`config.mk`:
```
export PLATFORM = sky130hd
export DESIGN_NAME = lcdrs_seq
export DESIGN_NICKNAME = d
export VERILOG_FILES = /design/src/rtl/core/lcdrs_pkg.sv /design/src/rtl/core/lcdrs_seq.sv
export SDC_FILE = /design/constraint.sdc
export NUM_CORES = 1
export LEC_CHECK = 0
export BUFFER_PORTS_ARGS = -buffer_cell sky130_fd_sc_hd__buf_2
export CAP_MARGIN = 20
export CORE_MARGIN = 4
export CORE_UTILIZATION = 45
export CTS_CLUSTER_DIAMETER = 40
export DETAILED_ROUTE_END_ITERATION = 6
export HOLD_SLACK_MARGIN = 0.03
export PLACE_DENSITY = 0.73
export SLEW_MARGIN = 20
export SYNTH_ARGS = -nofsm -noshare
export SYNTH_HDL_FRONTEND = slang
export SYNTH_SLANG_ARGS = --single-unit
export TNS_END_PERCENT = 1
```
`constraint.sdc`:
```
create_clock -name clk -period 2.39 [get_ports clk]
set_input_delay 0.1195 -clock clk [delete_from_list [all_inputs] [get_ports clk]]
set_output_delay 0.1195 -clock clk [all_outputs]
set_load 0.02 [all_outputs]
```
`src/rtl/core/lcdrs_pkg.sv`:
```
`default_nettype none

package lcdrs_pkg;

  // display geometry
  localparam int PAGE_COUNT   = 8;
  localparam int HALF_COLUMNS = 64;
  localparam int ROW_BYTES    = 16;
  localparam int PAGE_ROWS    = 8;

  localparam int PAGE_W   = (PAGE_COUNT > 1) ? $clog2(PAGE_COUNT) : 1;
  localparam int COL_W    = $clog2(HALF_COLUMNS);
  localparam int BCOL_W   = $clog2(ROW_BYTES);
  localparam int FB_AW    = PAGE_W + BCOL_W;
  localparam int FB_DEPTH = PAGE_COUNT * ROW_BYTES;
  localparam int BANK_W   = $clog2(PAGE_ROWS);
  localparam int UPC_W    = 4;

  // display controller bytes
  localparam logic [7:0] CMD_ON   = 8'h3F;
  localparam logic [7:0] CMD_PAGE = 8'hB8;
  localparam logic [7:0] CMD_COL  = 8'h40;
  localparam logic [7:0] FILL_ON  = 8'hFF;
  localparam logic [7:0] FILL_OFF = 8'h00;

  typedef enum logic [2:0] {
    FUNC_WRITE = 3'd0,
    FUNC_INIT  = 3'd1,
    FUNC_FILL  = 3'd2,
    FUNC_SHOW  = 3'd3,
    FUNC_STEP  = 3'd4
  } func_t;

  typedef struct packed {
    logic [2:0] func;
    logic [9:0] addr;
    logic [7:0] value;
  } in_item_t;

  typedef struct packed {
    logic       is_data;
    logic       half_select;
    logic [7:0] bus_byte;
    logic       last;
  } out_item_t;

  // transfer described by the current control word
  typedef struct packed {
    logic       emit;
    logic       is_data;
    logic       half_select;
    logic [7:0] bus_byte;
    logic       last;
    logic       show;
    logic [2:0] bit_sel;
  } xfer_t;

  // frame buffer write request
  typedef struct packed {
    logic              en;
    logic              all;
    logic [BANK_W-1:0] bank;
    logic [FB_AW-1:0]  addr;
    logic [7:0]        data;
  } fb_wr_t;

  typedef logic [PAGE_ROWS-1:0][7:0] fb_word_t;

  // microcode
  typedef enum logic [2:0] {
    SRC_ON   = 3'd0,
    SRC_PAGE = 3'd1,
    SRC_COL  = 3'd2,
    SRC_FILL = 3'd3,
    SRC_SHOW = 3'd4
  } byte_src_t;

  typedef enum logic [1:0] {
    COND_SEQ  = 2'd0,
    COND_COL  = 2'd1,
    COND_PAGE = 2'd2
  } cond_t;

  typedef struct packed {
    byte_src_t        src;
    logic             half;
    logic             is_data;
    cond_t            cond;
    logic [UPC_W-1:0] nxt;
  } uword_t;

  localparam logic [UPC_W-1:0] UPC_INIT = UPC_W'(0);
  localparam logic [UPC_W-1:0] UPC_FILL = UPC_W'(2);
  localparam logic [UPC_W-1:0] UPC_SHOW = UPC_W'(8);

  function automatic uword_t ucode_rom(input logic [UPC_W-1:0] upc);
    uword_t w;
    unique case (upc)
      4'd0:    w = '{SRC_ON,   1'b0, 1'b0, COND_SEQ,  4'd1};
      4'd1:    w = '{SRC_ON,   1'b1, 1'b0, COND_SEQ,  UPC_FILL};
      4'd2:    w = '{SRC_PAGE, 1'b0, 1'b0, COND_SEQ,  4'd3};
      4'd3:    w = '{SRC_COL,  1'b0, 1'b0, COND_SEQ,  4'd4};
      4'd4:    w = '{SRC_FILL, 1'b0, 1'b1, COND_COL,  4'd5};
      4'd5:    w = '{SRC_PAGE, 1'b1, 1'b0, COND_SEQ,  4'd6};
      4'd6:    w = '{SRC_COL,  1'b1, 1'b0, COND_SEQ,  4'd7};
      4'd7:    w = '{SRC_FILL, 1'b1, 1'b1, COND_PAGE, UPC_FILL};
      4'd8:    w = '{SRC_PAGE, 1'b0, 1'b0, COND_SEQ,  4'd9};
      4'd9:    w = '{SRC_COL,  1'b0, 1'b0, COND_SEQ,  4'd10};
      4'd10:   w = '{SRC_SHOW, 1'b0, 1'b1, COND_PAGE, UPC_SHOW};
      default: w = '{SRC_ON,   1'b0, 1'b0, COND_SEQ,  UPC_INIT};
    endcase
    return w;
  endfunction

endpackage

`default_nettype wire

```
`src/rtl/core/lcdrs_seq.sv`:
```
`default_nettype none

module lcdrs_seq (
  input  logic                        clk,
  input  logic                        rst_n,
  input  logic                        go,
  input  lcdrs_pkg::in_item_t         item,
  output lcdrs_pkg::xfer_t            xfer,
  output logic [lcdrs_pkg::FB_AW-1:0] rd_addr
);
  import lcdrs_pkg::*;

  logic             busy_r, busy_nxt;
  logic [UPC_W-1:0] upc_r, upc_nxt;
  logic [PAGE_W-1:0] page_r, page_nxt;
  logic [COL_W-1:0] col_r, col_nxt;
  logic [7:0]       fill_r, fill_nxt;

  uword_t uw;
  logic   col_end;
  logic   page_last;
  logic [7:0] byte_val;

  assign uw        = ucode_rom(upc_r);
  assign col_end   = (col_r == COL_W'(HALF_COLUMNS - 1));
  assign page_last = (page_r == PAGE_W'(PAGE_COUNT - 1));
  assign rd_addr   = {page_r, BCOL_W'(col_r >> 3)};

  always_comb begin
    unique case (uw.src)
      SRC_ON:   byte_val = CMD_ON;
      SRC_PAGE: byte_val = CMD_PAGE | 8'(page_r);
      SRC_COL:  byte_val = CMD_COL;
      SRC_FILL: byte_val = fill_r;
      SRC_SHOW: byte_val = 8'h00;
      default:  byte_val = 8'h00;
    endcase
  end

  always_comb begin
    xfer.emit        = busy_r;
    xfer.is_data     = uw.is_data;
    xfer.half_select = uw.half;
    xfer.bus_byte    = byte_val;
    xfer.last        = (uw.cond == COND_PAGE) && col_end && page_last;
    xfer.show        = (uw.src == SRC_SHOW);
    xfer.bit_sel     = col_r[2:0];
  end

  always_comb begin
    busy_nxt = busy_r;
    upc_nxt  = upc_r;
    page_nxt = page_r;
    col_nxt  = col_r;
    fill_nxt = fill_r;
    if (go) begin
      if (item.func == FUNC_STEP && busy_r) begin
        unique case (uw.cond)
          COND_SEQ: upc_nxt = uw.nxt;
          COND_COL: begin
            if (col_end) begin
              col_nxt = '0;
              upc_nxt = uw.nxt;
            end else begin
              col_nxt = col_r + 1'b1;
            end
          end
          COND_PAGE: begin
            if (!col_end) begin
              col_nxt = col_r + 1'b1;
            end else begin
              col_nxt = '0;
              if (page_last) begin
                busy_nxt = 1'b0;
                page_nxt = '0;
              end else begin
                page_nxt = page_r + 1'b1;
                upc_nxt  = uw.nxt;
              end
            end
          end
          default: upc_nxt = uw.nxt;
        endcase
      end else if (!busy_r) begin
        // starts are ignored while a sequence runs
        priority if (item.func == FUNC_INIT) begin
          busy_nxt = 1'b1;
          upc_nxt  = UPC_INIT;
          page_nxt = '0;
          col_nxt  = '0;
          fill_nxt = FILL_OFF;
        end else if (item.func == FUNC_FILL) begin
          busy_nxt = 1'b1;
          upc_nxt  = UPC_FILL;
          page_nxt = '0;
          col_nxt  = '0;
          fill_nxt = (item.value != 8'h00) ? FILL_ON : FILL_OFF;
        end else if (item.func == FUNC_SHOW) begin
          busy_nxt = 1'b1;
          upc_nxt  = UPC_SHOW;
          page_nxt = '0;
          col_nxt  = '0;
        end else begin
          busy_nxt = busy_r;
        end
      end
    end
  end

  always_ff @(posedge clk) begin
    if (!rst_n) begin
      busy_r <= 1'b0;
      upc_r  <= UPC_INIT;
      page_r <= '0;
      col_r  <= '0;
      fill_r <= FILL_OFF;
    end else begin
      busy_r <= busy_nxt;
      upc_r  <= upc_nxt;
      page_r <= page_nxt;
      col_r  <= col_nxt;
      fill_r <= fill_nxt;
    end
  end

endmodule

`default_nettype wire

```
# == Yosys cells after proc, flatten, opt, wreduce, memory -nomap -nowiden ==
# Memory sizes are Yosys's and may differ from the RTL's. A register that Yosys moved wholly into a read port is not among the register bits.
# Cells that the tools add are included.
# op_classes
eq_ne,20
n_reduce_logical,13
n_addsub,2
mux,38
bitwise,2
# ops
operator,count
6-bit two-way mux,7
4-bit two-way mux,10
8-bit case mux with 4 select lines,1
3-bit two-way mux,8
8-bit two-way mux,3
3-bit by 2-bit equality test with 1-bit output (second input constant),4
4-bit AND reduction,3
3-bit equality test (second input constant),3
3-bit inequality test (second input constant),3
1-bit two-way mux,8
2-bit inequality test (second input constant),4
4-bit case mux with 2 select lines,1
8-bit nonzero test,1
6-bit by 1-bit adder with 6-bit output (second input constant),1
3-bit by 1-bit equality test with 1-bit output (second input constant),2
6-bit equality test (second input constant),1
6-bit AND reduction,1
5-bit AND reduction,1
4-bit nonzero test,1
3-bit by 1-bit adder with 3-bit output (second input constant),1
1-bit logical AND,3
3-bit zero test,1
2-bit by 1-bit equality test with 1-bit output (second input constant),1
2-bit equality test (second input constant),1
4 further kinds,5
# word_totals
mem_bits_ro,176
output_inout_bits,23
register_bits,22
input_bits,24
wordCells,81
n_memories,1
# memory_table
memory,depth,word_bits,rd,rd_clocked_by_memory_dff,wr,line,source
(no name shown),16,11,1,1,0,lcdrs_pkg.sv:98,unique case (upc)

# == Logic depth before layout (Yosys ltp) ==
# Gate-level depths: netlist (run 1).
# logic_depth
word_depth,8
ltp_mapped,11

# == Worst setup path before layout (run 1) ==
# Ideal clock, no wire load.
# synth_timing
path_kind,register to register
from,reg page_r[0]
to,reg uw[1] (netlist name)
t_arrival_ns,2.467
required_time_ns,2.267
slack_ns,-0.200
path_buffers,0
path_stages_with_launch,11
cell_sequence,dfxtp_1 > ha_1 > ha_1 > nand4b_1 > nor2_1 > o311ai_4 > mux2i_2 > inv_1 > ha_1 > mux2i_1 > o2bb2ai_1
# synth_between
elab_chain_cells,5
# synth_rtl
item,line,source
from (decl),lcdrs_seq.sv:15,"logic [PAGE_W-1:0] page_r, page_nxt;"
from (signal assigned),lcdrs_seq.sv:120,page_r <= page_nxt;
3-bit equality test,lcdrs_seq.sv:26,assign page_last = (page_r == PAGE_W'(PAGE_COUNT - 1));
3-bit inequality test (no line),-,
6-bit AND reduction (no line),-,
4-bit two-way mux (no line) (2 in series),-,
# Every way passes these cells.
# A chain may end at the register's enable or synchronous reset.

# == Worst setup path after layout (run 1) ==
# layout_timing
from,reg page_r[1]
to,reg uw[8] (netlist name)
# layout_between
elab_chain_cells,5
# layout_rtl
item,line
3-bit equality test,lcdrs_seq.sv:26
3-bit inequality test (no line),-
6-bit AND reduction (no line),-
4-bit two-way mux (no line) (2 in series),-
# Every way passes these cells.

==> impl_metrics.py, run 1 <==
metrics = {
    "detailed_routing": {
        "remaining_drc_errors": 0,
        "vias_per_cell": 5.19,
        "firstDrtPassIters": 4,
        "routedWlPerCell_um": 13.3,
        "dr.first_iter.drc_count": 65,
        "vias": 1402,
        "routed_wl_mm": 3.58,
        "antenna_left": 0,
    },
    "sta": {
        "hold_ws_ns": 0.111,
        "worstMarginPinSlew_ns": 0.549,
        "setup_viol": 0,
        "fin_crit_ns": 2.31,
        "finalCritPeriodShare": 0.965,
        "finalHoldViolCount": 0,
        "finalClockSkew_ns": 0.0103,
        "drv_slew": 0,
        "grt_setup_unrepaired": "yes",
        "max-slew-margin-rel": 0.631,
        "max_freq_mhz": 434,
    },
    "setup_path": {
        "worstPathRequired_ns": 2.61,
        "worstSetupEndpointType": "flop",
        "crit_slowest_cell": "dfxtp_4",
        "r2r-end": "uw[8]",
        "cp_slowest_stage_delay_ns": 0.40,
        "critPathBufInv": 3,
        "cpMostUsedCell": "ha_4",
        "cp-endpoint": "uw[8]",
        "reg2reg_from": "page_r[1]",
        "rrSetupSlack_ns": 0.08,
        "crit_arrival_ns": 2.53,
        "worstRegToRegCells": 12,
        "crit_type": "reg -> reg",
        "crit_start": "page_r[1]",
        "path_depth": 12,
        "start_kind": "flop",
        "path_delay_family": "multiplexers",
        "cp_max_fo": 7,
        "crit_chain": "ha_4 > ha_4 > nand4b_1 > buf_4 > nor2_4 > o311ai_4 > mux2i_4 > buf_6 > ha_1 > inv_1 > mux2i_1 > o2bb2ai_1",
    },
    "cts": {
        "cts_buffers": 3,
        "clockRootBuffer": "clkbuf_4",
        "cts.sinks": 26,
        "clock_path_buffers": 2,
        "cts_max_level": 1,
        "clk_latency_ns": 0.33,
        "cts_tree": "done",
        "cts.reportedPaths.clkPinSlew_ns": 0.15,
    },
    "global_route": {
        "gr-total-overflow": 0,
        "antenna_found_initial": 0,
        "grt_max_degree": 16,
        "grt_use_total": 0.156,
        "grt_pass1_vias": 1245,
        "grt_pass1_wl_mm": 5.64,
    },
    "die": {
        "die-area_mm2": 0.00467,
        "core_mm2": 0.00342,
        "die_x_um": 68.4,
        "pin_count": 47,
        "die_height_um": 68.4,
        "initial_core_util": 0.480,
        "rows": 21,
    },
    "placement": {
        "place_congestion": 0.757,
        "portBuffers": 35,
        "dp_hpwl_mm": 2.72,
    },
    "layout": {
        "syn_to_final_growth_pct": 25.5,
        "diodes": 0,
        "post-route-util": 0.602,
        "nets": 260,
        "drive_above_1_share": 0.379,
        "mostFrequentLayoutCells": "buf_2, dfxtp_1, inv_1, a21oi_1, buf_4",
        "layout_commonest_cell": "buf_2",
    },
    "logic_synthesis": {
        "synth_seq_cells": 26,
        "syn_area_per_cell_um2": 9.16,
        "syn_nets": 214,
        "syn-cell-area_mm2": 0.00164,
        "synth_edf_count": 0,
        "synth_xor_area_frac": 0.0267,
        "synth_compound_area_frac": 0.219,
        "async_flop_share": 0,
        "synth_top_family_by_area": "compound AO/OA/AOI/OAI gates",
        "yosys_most_used_dff": "dfxtp_1",
        "ys_seq_area_frac": 0.318,
        "synthCells": 179,
        "yosys-mux-area-fraction": 0.0779,
        "yosysUniqueCellTypes": 48,
        "yosys_warnings": 0,
        "synth_fa_ha_area_frac": 0.0840,
        "synth-simple-area-share": 0.199,
    },
    "power_and_ir_drop": {
        "vdd_ir_drop_max_mv": 0.236,
        "power_density_mw_per_mm2": 437,
        "leakagePower_nw": 0.807,
    },
    "run": {
        "max-cap-violations": 0,
    },
    "worst_hold_path": {
        "min_path_type": "in -> reg",
    },
    "run_status": {
        "outcome": "finished, final reports clean",
    },
}
cell families (layout without fill, tap and decap cells):
kind of cell	count (synthesis)	in the layout
and+or+nand+nor	57	57
AOI/OAI and AO/OA	45	45
DFF	26	26
buffers and inverters	23	68
adders and majority gates	11	11
muxes	11	11
xor gates and xnor gates	5	5
other	1	1
flip-flops by register name, summed over array words and instances, names as in the netlist:
signal and cells:
col_r 6, page_r 3, uw 11, upc_r 4, busy_r 1, fill_r 1
power by group:
group	total [W]	internal, W	switching (W)
logic	0.000180	0.0000767	0.000104
clock network	0.000261	0.000128	0.000133
registers	0.000458	0.000446	0.0000117
final cells by class:
| cell class | instances | area [um2] |
|---|---|---|
| fillers | 326 | 1360 |
| inverters | 15 | 56.3 |
| repair buffers | 49 | 288 |
| clock buffers | 4 | 47.5 |
| well taps | 46 | 57.6 |
| multi-input cells | 130 | 1080 |
| flip-flops and latches | 26 | 531 |
through the flow:
stage	instances	worst slack [ns]	total power [W]	TNS (ns)	area (um2)
after detailed placement	258	0.116	0.000634	0	1900
after CTS	262	0.0731	0.000895	0	1950
final	270	0.0836	0.000899	0	2060
after global routing	270	-0.0287	0.000948	-0.0834	2060
after floorplan	179	0.00379	0.000588	0	1690
after global placement	258	0.112	0.000632	0	1900
cell usage after synthesis (4+ instances only):
library cell,number,area share
inv_1,15,0.034
buf_4,7,0.032
nand2_1,10,0.023
dfxtp_1,26,0.32
a21oi_1,13,0.040
nor2_1,11,0.025
nor3_1,5,0.015
xnor2_1,4,0.021
mux2i_1,8,0.049
ha_1,11,0.084
o21ai_0,5,0.015
o2bb2ai_1,6,0.032
nand3_1,8,0.024
per-layer routing:
layer / vias to the layer above / GRT usage / share of wire
li1: 731 / - / -
met2: 21 / 0.254 / 0.50
met1: 646 / 0.210 / 0.46
met5: - / 0 / 0
met4: 0 / 0.0347 / 0.011
met3: 4 / 0.0361 / 0.030
timing repair:
action	4_1_cts	5_1_grt
setup endpoints to repair	0	5
buffers inserted	0	8
endpoints found under the hold margin	0	0
hold buffers	0	0
gates resized for setup	0	12
how the worst min path moves through the flow:
| stage | slack [ns] | depth (start not counted) | start | endpoint |
|---|---|---|---|---|
| 3_5_place_dp | 0.46 | 2 | rst_n | fill_r[6] |
| 3_3_place_gp | 0.45 | 2 | rst_n | fill_r[6] |
| 2_1_floorplan | 0.24 | 1 | rst_n | fill_r[6] |
| 5_1_grt | 0.10 | 2 | rst_n | fill_r[6] |
| 4_1_cts | 0.10 | 2 | rst_n | fill_r[6] |
| 6_report | 0.11 | 2 | rst_n | fill_r[6] |
worst register-to-register path, stage by stage (launching register included):
cell and delay (ns):
dfxtp_4 0.40, ha_4 0.13, ha_4 0.13, nand4b_1 0.14, buf_4 0.14, nor2_4 0.04
o311ai_4 0.35, mux2i_4 0.32, buf_6 0.16, ha_1 0.14, inv_1 0.03, mux2i_1 0.13
o2bb2ai_1 0.09
Note: power is estimated with default switching activity, not from simulation.
==> run 2: changes to the inputs <==
--- a/config.mk
+++ b/config.mk
@@ -11,8 +11,8 @@
 export CORE_UTILIZATION = 45
 export CTS_CLUSTER_DIAMETER = 40
 export DETAILED_ROUTE_END_ITERATION = 6
-export HOLD_SLACK_MARGIN = 0.03
-export PLACE_DENSITY = 0.73
+export HOLD_SLACK_MARGIN = 0.02
+export PLACE_DENSITY = 0.83
 export SLEW_MARGIN = 20
 export SYNTH_ARGS = -nofsm -noshare
 export SYNTH_HDL_FRONTEND = slang
==> run 2 against run 1 <==
  * Worst setup slack improved by 0.0091 ns
  * Fmax up 0.40%
  * Global-route usage grew 0.48 points
  * Critical endpoint is now uw[1]
  * Largest power group unchanged
==> impl_metrics.py, run 2 (synthesis results as in run 1) <==
metrics = {
    "sta": {
        "setup_viol": 0,
        "max-slew-margin-rel": 0.632,
        "worstMarginPinSlew_ns": 0.548,
        "finalClockSkew_ns": 0.00864,
        "finalCritPeriodShare": 0.961,
        "finalHoldViolCount": 0,
        "fin_crit_ns": 2.30,
        "drv_slew": 0,
        "max_freq_mhz": 435,
        "grt_setup_unrepaired": "yes",
    },
    "cts": {
        "clk_latency_ns": 0.33,
        "clock_path_buffers": 2,
        "clockRootBuffer": "clkbuf_4",
        "cts.reportedPaths.clkPinSlew_ns": 0.14,
        "cts.sinks": 26,
        "cts_buffers": 3,
        "cts_tree": "done",
        "cts_hold_buf": 0,
        "cts_max_level": 1,
        "cts_setup_buffers": 0,
        "ctsResizeCount": 0,
    },
    "layout": {
        "largest_register_ff_count": 11,
        "nets": 252,
        "drive_above_1_share": 0.338,
        "mostFrequentLayoutCells": "buf_2, dfxtp_1, inv_1",
        "layout_commonest_cell": "buf_2",
        "syn_to_final_growth_pct": 20.8,
        "post-route-util": 0.580,
        "final_cell_count_no_fill": 262,
        "diodes": 0,
    },
    "setup_path": {
        "worstPathRequired_ns": 2.63,
        "crit_type": "reg -> reg",
        "cp_max_fo": 5,
        "crit_arrival_ns": 2.54,
        "worstSetupEndpointType": "flop",
        "start_kind": "flop",
    },
    "global_route": {
        "grt_use_total": 0.161,
        "grt_max_degree": 16,
        "use_met2": 0.277,
        "use_met3": 0.0230,
        "antenna_found_initial": 0,
        "gr-total-overflow": 0,
        "globalRouteMet1Util": 0.196,
        "grt_pass1_wl_mm": 5.71,
        "gr-max-usage-layer": "met2",
        "grt_pass1_vias": 1300,
    },
    "placement": {
        "dp_hpwl_mm": 2.73,
        "place_congestion": 0.821,
        "portBuffers": 35,
        "dp_cells": 258,
    },
    "power_and_ir_drop": {
        "vdd_ir_drop_max_mv": 0.346,
        "leakagePower_nw": 0.761,
        "power_density_mw_per_mm2": 470,
    },
    "die": {
        "pin_count": 47,
        "die_height_um": 68.4,
        "rows": 21,
        "die-area_mm2": 0.00467,
        "initial_core_util": 0.480,
        "core_mm2": 0.00342,
        "die_x_um": 68.4,
    },
    "detailed_routing": {
        "routedWlPerCell_um": 13.4,
        "vias": 1377,
        "firstDrtPassIters": 4,
        "antenna_left": 0,
        "remaining_drc_errors": 0,
        "dr.first_iter.drc_count": 51,
        "vias_per_cell": 5.26,
        "routed_wl_mm": 3.51,
    },
    "run": {
        "max-cap-violations": 0,
    },
    "worst_hold_path": {
        "min_path_type": "in -> reg",
    },
    "run_status": {
        "outcome": "finished, final reports clean",
    },
}
run 2: final cells by class:
class / instances / area (um2)
fillers: 306 / 1440
multi-input cells: 130 / 1060
flip-flops and latches: 26 / 529
repair buffers: 41 / 224
well taps: 46 / 57.6
inverters: 15 / 56.3
clock inverters: 1 / 30.0
clock buffers: 3 / 22.5
run 2: power breakdown:
| group | internal [W] | switching, W | leakage, nW | total, W |
|---|---|---|---|---|
| clock | 0.000170 | 0.000134 | 0.0279 | 0.000304 |
| sequential | 0.000446 | 0.0000104 | 0.213 | 0.000456 |
| combinational | 0.0000701 | 0.000101 | 0.520 | 0.000171 |
| total | 0.000686 | 0.000245 | 0.761 | 0.000931 |
run 2: critical path: stages (launching register included):
cell,delay [ns]
dfxtp_1,0.34
inv_1,0.07
ha_2,0.23
nand4b_1,0.13
o22ai_1,0.08
buf_4,0.16
o311ai_4,0.29
mux2i_4,0.32
inv_1,0.09
ha_1,0.31
mux2i_1,0.14
o2bb2ai_1,0.08
run 2: worst paths after layout:
kind,slack (ns),end,cells after the start,start
min,0.11,fill_r[6],2,rst_n
min reg2reg,0.51,upc_r[0],2,upc_r[0]
max reg2reg,0.09,uw[1],11,uw[4]
max,0.09,uw[1],11,uw[4]
run 2: per-layer routing:
metal,wire length (um),vias to the layer above
met5,0,-
met4,63,0
met3,128,5
met2,1820,31
met1,1490,634
li1,-,707
run 2: stage by stage:
step           setup WS [ns]  power [W]  hold slack [ns]  TNS, ns  instance area (um2)
6_report              0.0927   0.000931            0.105        0                 1980
4_1_cts               0.0944   0.000935           0.0946        0                 1950
3_5_place_dp           0.119   0.000634            0.446        0                 1900
5_1_grt              -0.0195   0.000974           0.0883  -0.0308                 1980
2_1_floorplan        0.00379   0.000588            0.241        0                 1690
3_3_place_gp           0.137   0.000630            0.455        0                 1900
